===== src/hdl/emc_pkg.sv =====
package emc_pkg;

  // field widths
  localparam int MILLIS_W = 42;
  localparam int SECS_W   = 32;
  localparam int DAYS_W   = 16;
  localparam int SOD_W    = 17;
  localparam int DOE_W    = 18;
  localparam int YEAR_W   = 12;
  localparam int MONTH_W  = 4;
  localparam int DOM_W    = 5;
  localparam int HOUR_W   = 5;
  localparam int MIN_W    = 6;
  localparam int SEC_W    = 6;

  // pipeline depths: seconds and day split, then the date section
  localparam int FRONT_LAT = 6;
  localparam int DATE_LAT  = 7;
  localparam int TOP_LAT   = FRONT_LAT + DATE_LAT;

  // reciprocals for exact division by constants, ceil(2^(n+l)/d)
  // upper millis bits (19 bits) by 125, shift 26
  localparam logic [19:0] RCP_MS_HI = 20'(((64'd1 << 26) + 64'd124) / 64'd125);
  // remainder and lower millis bits (27 bits) by 125, shift 34
  localparam logic [27:0] RCP_MS_LO = 28'(((64'd1 << 34) + 64'd124) / 64'd125);
  // seconds / 128 (25 bits) by 675, shift 35
  localparam logic [25:0] RCP_DAY   = 26'(((64'd1 << 35) + 64'd674) / 64'd675);
  // second of day / 16 (13 bits) by 225, shift 21
  localparam logic [13:0] RCP_HOUR  = 14'(((64'd1 << 21) + 64'd224) / 64'd225);
  // second of hour / 4 (10 bits) by 15, shift 14
  localparam logic [10:0] RCP_MIN   = 11'(((64'd1 << 14) + 64'd14) / 64'd15);
  // day of era (18 bits) by 1460, shift 29
  localparam logic [18:0] RCP_1460  = 19'(((64'd1 << 29) + 64'd1459) / 64'd1460);
  // day of era adjusted (18 bits) by 365, shift 27
  localparam logic [18:0] RCP_365   = 19'(((64'd1 << 27) + 64'd364) / 64'd365);
  // 5 * day of year + 2 (11 bits) by 153, shift 19
  localparam logic [11:0] RCP_153   = 12'(((64'd1 << 19) + 64'd152) / 64'd153);

  // calendar constants
  localparam int SECS_PER_DAY   = 86400;
  localparam int DAYS_TO_EPOCH  = 719468;
  localparam int DAYS_PER_ERA   = 146097;
  // day numbers at which eras four and five begin
  localparam int ERA4_START     = 4 * DAYS_PER_ERA;
  localparam int ERA5_START     = 5 * DAYS_PER_ERA;

  // time of day carried alongside the date section
  typedef struct packed {
    logic [HOUR_W-1:0] hour;
    logic [MIN_W-1:0]  minute;
    logic [SEC_W-1:0]  second;
  } tod_t;

endpackage


===== src/hdl/emc_date.sv =====
module emc_date import emc_pkg::*; (
  input  logic               clk,
  input  logic               rst,
  input  logic               in_valid,
  input  logic [DAYS_W-1:0]  days,
  output logic               out_valid,
  output logic [YEAR_W-1:0]  year,
  output logic [MONTH_W-1:0] month,
  output logic [DOM_W-1:0]   day_of_month
);

  // first day of each March-based month, (153 * mp + 2) / 5
  function automatic logic [8:0] month_start(input logic [3:0] mp);
    logic [8:0] r;
    case (mp)
      4'd0:    r = 9'd0;
      4'd1:    r = 9'd31;
      4'd2:    r = 9'd61;
      4'd3:    r = 9'd92;
      4'd4:    r = 9'd122;
      4'd5:    r = 9'd153;
      4'd6:    r = 9'd184;
      4'd7:    r = 9'd214;
      4'd8:    r = 9'd245;
      4'd9:    r = 9'd275;
      4'd10:   r = 9'd306;
      4'd11:   r = 9'd337;
      default: r = 9'd0;
    endcase
    return r;
  endfunction

  logic [DATE_LAT-1:0] vld;

  logic [DOE_W-1:0] doe1, doe2, doe3, doe4;
  logic             era1, era2, era3, era4, era5, era6;
  logic [36:0]      pa2;
  logic [2:0]       quad2;
  logic             last2;
  logic [DOE_W-1:0] t3;
  logic [36:0]      py4;
  logic [8:0]       yoe5, yoe6;
  logic [8:0]       doy5, doy6;
  logic [22:0]      pm6;

  logic [19:0]      z;
  logic             era_hi;
  logic [DOE_W-1:0] doe_c;
  logic [8:0]       yoe_c;
  logic [1:0]       cent_c;
  logic [DOE_W-1:0] yoe_days;
  logic [10:0]      x_c;
  logic [3:0]       mp_c;
  logic [3:0]       month_c;

  // valid bits
  always_ff @(posedge clk) begin
    if (rst) begin
      vld <= '0;
    end else begin
      vld <= {vld[DATE_LAT-2:0], in_valid};
    end
  end

  assign out_valid = vld[DATE_LAT-1];

  // shift to 0000-03-01; only eras four and five are reachable from 32-bit seconds
  always_comb begin
    z      = 20'(days) + 20'(DAYS_TO_EPOCH);
    era_hi = (z >= 20'(ERA5_START));
    doe_c  = era_hi ? 18'(z - 20'(ERA5_START)) : 18'(z - 20'(ERA4_START));
  end

  // year of era, year-day offset and month index
  always_comb begin
    yoe_c = py4[35:27];
    if (yoe_c >= 9'd300) begin
      cent_c = 2'd3;
    end else if (yoe_c >= 9'd200) begin
      cent_c = 2'd2;
    end else if (yoe_c >= 9'd100) begin
      cent_c = 2'd1;
    end else begin
      cent_c = 2'd0;
    end
    yoe_days = 18'(yoe_c) * 18'(365) + 18'(yoe_c[8:2]) - 18'(cent_c);
    x_c      = 11'({doy5, 2'b00}) + 11'(doy5) + 11'd2;
    mp_c     = pm6[22:19];
    month_c  = (mp_c < 4'd10) ? mp_c + 4'd3 : mp_c - 4'd9;
  end

  // date stages
  always_ff @(posedge clk) begin
    // stage 1: day of era
    doe1  <= doe_c;
    era1  <= era_hi;
    // stage 2: leap corrections
    pa2   <= 37'(doe1) * 37'(RCP_1460);
    if (doe1 >= 18'(4 * 36524)) begin
      quad2 <= 3'd4;
    end else if (doe1 >= 18'(3 * 36524)) begin
      quad2 <= 3'd3;
    end else if (doe1 >= 18'(2 * 36524)) begin
      quad2 <= 3'd2;
    end else if (doe1 >= 18'(36524)) begin
      quad2 <= 3'd1;
    end else begin
      quad2 <= 3'd0;
    end
    last2 <= (doe1 == 18'(DAYS_PER_ERA - 1));
    doe2  <= doe1;
    era2  <= era1;
    // stage 3: days in 365-day units
    t3    <= doe2 - 18'(pa2[36:29]) + 18'(quad2) - 18'(last2);
    doe3  <= doe2;
    era3  <= era2;
    // stage 4: year of era
    py4   <= 37'(t3) * 37'(RCP_365);
    doe4  <= doe3;
    era4  <= era3;
    // stage 5: day of March-based year
    yoe5  <= yoe_c;
    doy5  <= 9'(doe4 - yoe_days);
    era5  <= era4;
    // stage 6: month index
    pm6   <= 23'(x_c) * 23'(RCP_153);
    doy6  <= doy5;
    yoe6  <= yoe5;
    era6  <= era5;
    // stage 7: calendar fields
    year         <= 12'(yoe6) + (era6 ? 12'd2000 : 12'd1600) + 12'(mp_c >= 4'd10);
    month        <= month_c;
    day_of_month <= 5'(doy6 - month_start(mp_c) + 9'd1);
  end

`ifndef NO_ASSERTIONS
  a_lat: assert property (@(posedge clk) disable iff (rst)
    in_valid |-> ##DATE_LAT out_valid)
    else $error("date section lost a beat");

  a_month: assert property (@(posedge clk) disable iff (rst)
    out_valid |-> (month >= 4'd1) && (month <= 4'd12))
    else $error("month out of range");

  a_year: assert property (@(posedge clk) disable iff (rst)
    out_valid |-> (year >= 12'd1970) && (year <= 12'd2106)
      && (day_of_month >= 5'd1) && (day_of_month <= 5'd31))
    else $error("year or day out of range");
`endif

endmodule


===== src/hdl/epoch_millis_to_calendar_top.sv =====
// channel  | handshake    | fields
// ---------+--------------+-----------------------------------------------
// input    | start / busy | unix_millis
// result   | done         | year, month, day_of_month, hour, minute, second
//
// one beat in per cycle; results leave in the order of their start beats
// the pipeline is a chain of reciprocal multipliers: six stages to reach
// seconds, day number and second of day, seven more through the date section
// busy is held low: the pipeline never stalls and the receiver cannot stall
// synchronous reset clears the valid bits only; payload registers are not reset
module epoch_millis_to_calendar_top import emc_pkg::*; (
  input  logic                clk,
  input  logic                rst,
  input  logic                start,
  output logic                busy,
  input  logic [MILLIS_W-1:0] unix_millis,
  output logic                done,
  output logic [YEAR_W-1:0]   year,
  output logic [MONTH_W-1:0]  month,
  output logic [DOM_W-1:0]    day_of_month,
  output logic [HOUR_W-1:0]   hour,
  output logic [MIN_W-1:0]    minute,
  output logic [SEC_W-1:0]    second
);

  localparam int TOD_DLY = DATE_LAT - 4;

  logic [FRONT_LAT-1:0] vld;

  logic [38:0]        p1;
  logic [18:0]        hi1;
  logic [19:0]        lo1;
  logic [12:0]        qh2, qh3;
  logic [26:0]        n2;
  logic [54:0]        p3;
  logic [SECS_W-1:0]  secs4, secs5;
  logic [50:0]        p5;
  logic [DAYS_W-1:0]  days6;
  logic [SOD_W-1:0]   sod6, sod7;
  logic [26:0]        p7;
  logic [HOUR_W-1:0]  hr8, hr9;
  logic [11:0]        rem8, rem9;
  logic [20:0]        p9;
  tod_t               tod10;
  tod_t               tod_dly [TOD_DLY];

  logic [12:0]        qh_c;
  logic [18:0]        rh_c;
  logic [DAYS_W-1:0]  days_c;
  logic [HOUR_W-1:0]  hr_c;
  logic [MIN_W-1:0]   mn_c;

  assign busy = 1'b0;

  // valid bits of the front section
  always_ff @(posedge clk) begin
    if (rst) begin
      vld <= '0;
    end else begin
      vld <= {vld[FRONT_LAT-2:0], start & ~busy};
    end
  end

  // quotients, and the remainder of the upper half, taken from the registered products
  always_comb begin
    qh_c   = p1[38:26];
    rh_c   = hi1 - 19'(qh_c) * 19'(125);
    days_c = p5[50:35];
    hr_c   = p7[25:21];
    mn_c   = p9[19:14];
  end

  // millis to seconds (divide by 8, then by 125 in two halves), then day split
  always_ff @(posedge clk) begin
    p1    <= 39'(unix_millis[41:23]) * 39'(RCP_MS_HI);
    hi1   <= unix_millis[41:23];
    lo1   <= unix_millis[22:3];
    qh2   <= qh_c;
    n2    <= {rh_c[6:0], lo1};
    p3    <= 55'(n2) * 55'(RCP_MS_LO);
    qh3   <= qh2;
    secs4 <= {qh3[11:0], p3[53:34]};
    p5    <= 51'(secs4[31:7]) * 51'(RCP_DAY);
    secs5 <= secs4;
    days6 <= days_c;
    sod6  <= 17'(secs5 - 32'(days_c) * 32'(SECS_PER_DAY));
  end

  // time of day
  always_ff @(posedge clk) begin
    p7           <= 27'(sod6[16:4]) * 27'(RCP_HOUR);
    sod7         <= sod6;
    hr8          <= hr_c;
    rem8         <= 12'(sod7 - 17'(hr_c) * 17'(3600));
    p9           <= 21'(rem8[11:2]) * 21'(RCP_MIN);
    rem9         <= rem8;
    hr9          <= hr8;
    tod10.hour   <= hr9;
    tod10.minute <= mn_c;
    tod10.second <= 6'(rem9 - 12'(mn_c) * 12'(60));
  end

  // hold the time of day until the date comes out
  always_ff @(posedge clk) begin
    tod_dly[0] <= tod10;
    for (int i = 1; i < TOD_DLY; i++) begin
      tod_dly[i] <= tod_dly[i-1];
    end
  end

  // day number to calendar date
  emc_date u_date (
    .clk          (clk),
    .rst          (rst),
    .in_valid     (vld[FRONT_LAT-1]),
    .days         (days6),
    .out_valid    (done),
    .year         (year),
    .month        (month),
    .day_of_month (day_of_month)
  );

  assign hour   = tod_dly[TOD_DLY-1].hour;
  assign minute = tod_dly[TOD_DLY-1].minute;
  assign second = tod_dly[TOD_DLY-1].second;

`ifndef NO_ASSERTIONS
  a_beat: assert property (@(posedge clk) disable iff (rst)
    start |-> ##TOP_LAT done)
    else $error("accepted beat gave no result");

  a_tod: assert property (@(posedge clk) disable iff (rst)
    done |-> (hour <= 5'd23) && (minute <= 6'd59) && (second <= 6'd59))
    else $error("time of day out of range");

  a_feb: assert property (@(posedge clk) disable iff (rst)
    done && (month == 4'd2) |-> (day_of_month <= 5'd29))
    else $error("february day out of range");
`endif

endmodule


===== config.mk =====
export PLATFORM = sky130hd
export DESIGN_NAME = epoch_millis_to_calendar_top
export DESIGN_NICKNAME = d
export VERILOG_FILES = /design/src/hdl/emc_pkg.sv /design/src/hdl/emc_date.sv /design/src/hdl/epoch_millis_to_calendar_top.sv
export SDC_FILE = /design/constraint.sdc
export NUM_CORES = 2
export LEC_CHECK = 0
export ABC_AREA = 1
export BUFFER_PORTS_ARGS = -buffer_cell sky130_fd_sc_hd__buf_2
export CAP_MARGIN = 10
export CORE_MARGIN = 2
export CORE_UTILIZATION = 45
export CTS_BUF_LIST = sky130_fd_sc_hd__clkbuf_4 sky130_fd_sc_hd__clkbuf_8
export CTS_CLUSTER_SIZE = 14
export DETAILED_ROUTE_END_ITERATION = 10
export SYNTH_ARGS = -nofsm -noshare
export SYNTH_HDL_FRONTEND = slang
export SYNTH_SLANG_ARGS = --single-unit

===== constraint.sdc =====
create_clock -name clk -period 7.95 [get_ports clk]
set_clock_uncertainty 0.05 [all_clocks]
set_input_delay 0.3975 -clock clk [delete_from_list [all_inputs] [get_ports clk]]
set_output_delay 0.3975 -clock clk [all_outputs]
set_load 0.005 [all_outputs]

# After elaboration in Yosys (flattened, before gate mapping)
# Memories as Yosys holds them, arrays and structs flattened. A register that Yosys moved wholly into a read port is not among the register bits.
# Cells that the tools add are included.
# totals
register_bits,644
ramBits,51
romBits,144
elab_cells,103
memories,2
# op_classes
n_addsub,21
multipliers,13
n_lt_le_gt_ge,10
n_eq_ne,1
muxes,9
# memory_table
memory,words,word_bits,rd,rd_clocked_by_memory_dff,write_ports,line,text
(name not given),16,9,1,1,0,emc_date.sv:15,case (mp)
tod_dly,3,17,3,0,3,epoch_millis_to_calendar_top.sv:45,tod_t tod_dly [TOD_DLY];
# ops
operator,n
$mul 27x27->53 const B,1
$mul 25x26->51 const B,1
$mul 19x20->39 const B,1
$ge 18x17->1 const B,2
$mul 18x16->34 const B,1
$mul 18x16->33 const B,1
$mul 13x14->26 const B,1
$mul 11x12->23 const B,1
$add 16x20->20 const B,1
$ge 20x20->1 const B,1
$mul 10x11->20 const B,1
$add 18x3->18,1
$eq 18x18->1 const B,1
$ge 18x16->1 const B,1
$ge 18x18->1 const B,1
$mux 18,1
$sub 18x1->18,1
$sub 18x16->18 const B,1
$sub 18x18->18 const B,1
$sub 18x8->18,1
$sub 17x17->17,1
$mul 16x10->10 const B,1
$mul 13x7->7 const B,1
$add 12x1->12,1
26 further kinds,29

# Depth between registers and ports, before layout
# logic_depth
depth_word,6
depth_mapped,32
depth_no_buf,32

# By module
# From an unflattened synthesis, not the netlist that was laid out.
# unflattened
cells_unflattened,7238
area_unflattened_um2,64065.2
# modules_own_cells
module,instances,cells_per_inst,area_per_inst_um2,seq_area_each_um2
epoch_millis_to_calendar_top,1,4788,41861.4,6666.4
emc_date,1,2450,22203.8,3363.2

# Worst setup path after synthesis
# Ideal clock, no wire load.
# synth_timing
path_kind,register to register
startpoint,register u_date.doy5[1]
endpoint,register (tool-made name)
setup_time_ps,113
arrival_ps,5517
t_required_ps,7787
slack_ps,2271
path_stages_with_launch,27
path_buffers,0
period_less_slack_ps,5679
cell_sequence,dfxtp_1 ha_1 a21oi_1 o21ai_0 a21oi_1 o21ai_0 xor2_1 ha_1 inv_1 fa_1 inv_1 fa_1 fa_1 ha_1 ha_1 nand2_1 nor4_1 nand3b_1 nand3_1 xor2_1 inv_1 ha_1 inv_1 nand2_1 nand2_1 nand3_1 nand2_1
# synth_lines
element,line,text
from (decl),emc_date.sv:43,"logic [8:0] doy5, doy6;"
from (signal assigned),emc_date.sv:123,doy5 <= 9'(doe4 - yoe_days);

==> reports/results.txt <==
Buffers on Ports: 80
Routed Antenna Nets: 0
MaxCap Viol Count: 0
cells taking the most area after synthesis: ha_1, fa_1, dfxtp_1, inv_1, nand2_1
core area: 138000 um^2
final worst-path cycle share: 0.823
Worst path slowest cell: fa_1
H-tree levels: 3
critical path's most frequent cell: inv_1
Mean Syn Cell Area: 9.16 um^2
RSZ-0062 raised after global routing: false
relative slew slack: 0.309
critical path class: register to register
GPL Wtd Cong: 0.903
chip width: 377 um
Async SR Flop Fraction: 0
most common cell after layout, fill and taps aside: inv_1
initial antenna violation count: 4
Synth Flop Type: dfxtp_1
Cell Rows: 136
max incr delay on CP: 540 ps
Startpoint Class: register
Fin Setup TNS: 0 ps
first-pass GRT wire length: 237000 um
Final Setup Violations: 0
CP endpoint kind: register
synth warn: 0
fmax: 153 MHz
largest net degree at the start of global routing: 18
GRT overflow: 0
Yosys top cell area share: 0.285
CTS tree: done
HP Class: primary input to register
drt drc: 0
Final Max Tran Viols: 0
Worst-path clk slew: 60 ps
final hold violations: 0
Starting Density: 0.454
layout cells sized above 1: 0.0429
Die ar.: 142000 um^2
fillcell total: 13.2k
worst hold slack: 146 ps
die height: 377 um
Clock Tree Root: clkbuf_8
via count: 43.7k
Crit path depth: 27
I/O pins: 85
CTS Buffer Depth: 3
sequential share of the synthesized area: 0.160
CP required: 8580 ps
worst reg2reg path depth: 27
HPWL Detailed: 122000 um
Arrival @ worst endpoint: 7180 ps
post-synthesis net count: 9121
Clock Latency Late Sink: 820 ps
CTS buffer count: 89
post-synth design cell area: 62600 um^2
top cell type by total area after synthesis: ha_1
status: completed
Resized cells post-CTS: 0
EDFF count, synth: 0
Final #Nets: 9313
Synth Instances: 6839
Total Routing Usage GR: 0.208
Netlist cell types: 52
Period minus WS final: 6550 ps
post-DR wirelength/cell: 15.9 um
hold depth: 4
Worst-Margin Slew: 1040 ps
#FFs+latches synth: 501
crit-path max FO: 8
multi-input logic area: 45700 um^2
Top delay family on crit path: adder cells
vias per cell: 4.91
Sink Count: 501
most frequent cells in the layout: inv_1, ha_1, fa_1, nand2_1, dfxtp_1
Area growth syn-to-layout: 7.68%
vias in the first global route: 46.6k
Reg area: 10000 um^2
Starting DRT DRC Count: 1920
worst path bufs/invs: 5
Pre-antenna DRT Iters: 7
Post-Route WL: 142000 um
## cells in the mapped netlist (all sizes together), types with 2 or more instances
| cell type | count |
|---|---|
| nor3 | 62 |
| o31ai | 6 |
| nand3b | 6 |
| o221a | 2 |
| inv | 1777 |
| o2111ai | 2 |
| nand4 | 60 |
| a21boi | 9 |
| nor4 | 14 |
| a21o | 41 |
| nor3b | 3 |
| buf | 23 |
| o211ai | 15 |
| clkinv | 2 |
| o21ai | 197 |
| a211oi | 4 |
| a221oi | 4 |
| or2 | 4 |
| o22ai | 3 |
| and2 | 3 |
| o21a | 13 |
| nand3 | 166 |
| nor2 | 341 |
| a31oi | 32 |
| a21oi | 312 |
| fa | 813 |
| o21bai | 33 |
| xor2 | 135 |
| nand2 | 760 |
| o221ai | 5 |
| dfxtp | 501 |
| xnor2 | 61 |
| ha | 1424 |
## metal layers
layer | vias to the layer above | wire (um) | track usage
met4 | 0 | 2980 | 0.0488
met2 | 660 | 69000 | 0.365
li1 | 21700 | - | -
met5 | - | 0 | 0
met1 | 21100 | 65100 | 0.272
met3 | 158 | 4660 | 0.0268
## layout make-up
class / count / share of cell area
flip-flops and latches: 501 / 0.149
inverters: 1779 / 0.0991
clock buffers: 119 / 0.0225
diodes: 6 / 0.000223
well taps: 1794 / 0.0333
clock inverters: 32 / 0.00614
multi-input cells: 4535 / 0.678
repair buffers: 125 / 0.0121
## through the flow
step | setup WS [ps] | util | instances | area, um^2
after floorplan | 2270 | - | 6839 | 62600
after global placement | 1430 | 0.473 | 8703 | 65200
after detailed placement | 1390 | 0.473 | 8703 | 65200
after CTS | 1360 | 0.489 | 8885 | 67400
after global routing | 846 | 0.489 | 8891 | 67400
final | 1400 | 0.489 | 8891 | 67400
## worst min-delay path: stages
cell and delay, ps:
buf_2 210, ha_1 220, nand3_1 80, nand2_1 70
## cells by family (layout without fill, tap and decap cells)
logic type / after synthesis / after routing / share of synthesized area
fa+ha+maj: 2237 / 2237 / 0.544
other cells: 1 / 7 / 0.0000599
compound gates: 680 / 680 / 0.0610
xor+xnor: 196 / 196 / 0.0274
buf+inv: 1803 / 2055 / 0.110
flops: 501 / 501 / 0.160
simple gates: 1421 / 1421 / 0.0970
## final timing paths
| check | slack, ps | endpoint | start |
|---|---|---|---|
| min | 150 | p1[36] | unix_millis[40] |
| max reg2reg | 1400 | register | u_date.doy5[1] |
| min reg2reg | 260 | secs4[14] | p3[48] |
| max | 1400 | register | u_date.doy5[1] |
## repair_timing
item	4_1_cts	5_1_grt
endpoints found under the hold margin	41	0
hold buffers	31	0
endpoints found under the setup margin	0	0
buffers inserted	0	0
## flip-flops by register name (all words and copies together) (netlist names), 12 cells and up, named ones only
register / flops
tod_dly: 51
secs4: 32
n2: 27
lo1: 20
p3: 20
p5: 18
u_date.doe1: 18
u_date.doe2: 18
u_date.t3: 18
sod6: 17
tod10: 17
days6: 16
secs5: 15
p1: 12
qh2: 12
qh3: 12
rem8: 12
u_date.year: 12
Power is left out: the tool's default activity adds up to more than one toggle a clock period on the data nets, which glitch-free logic cannot reach.
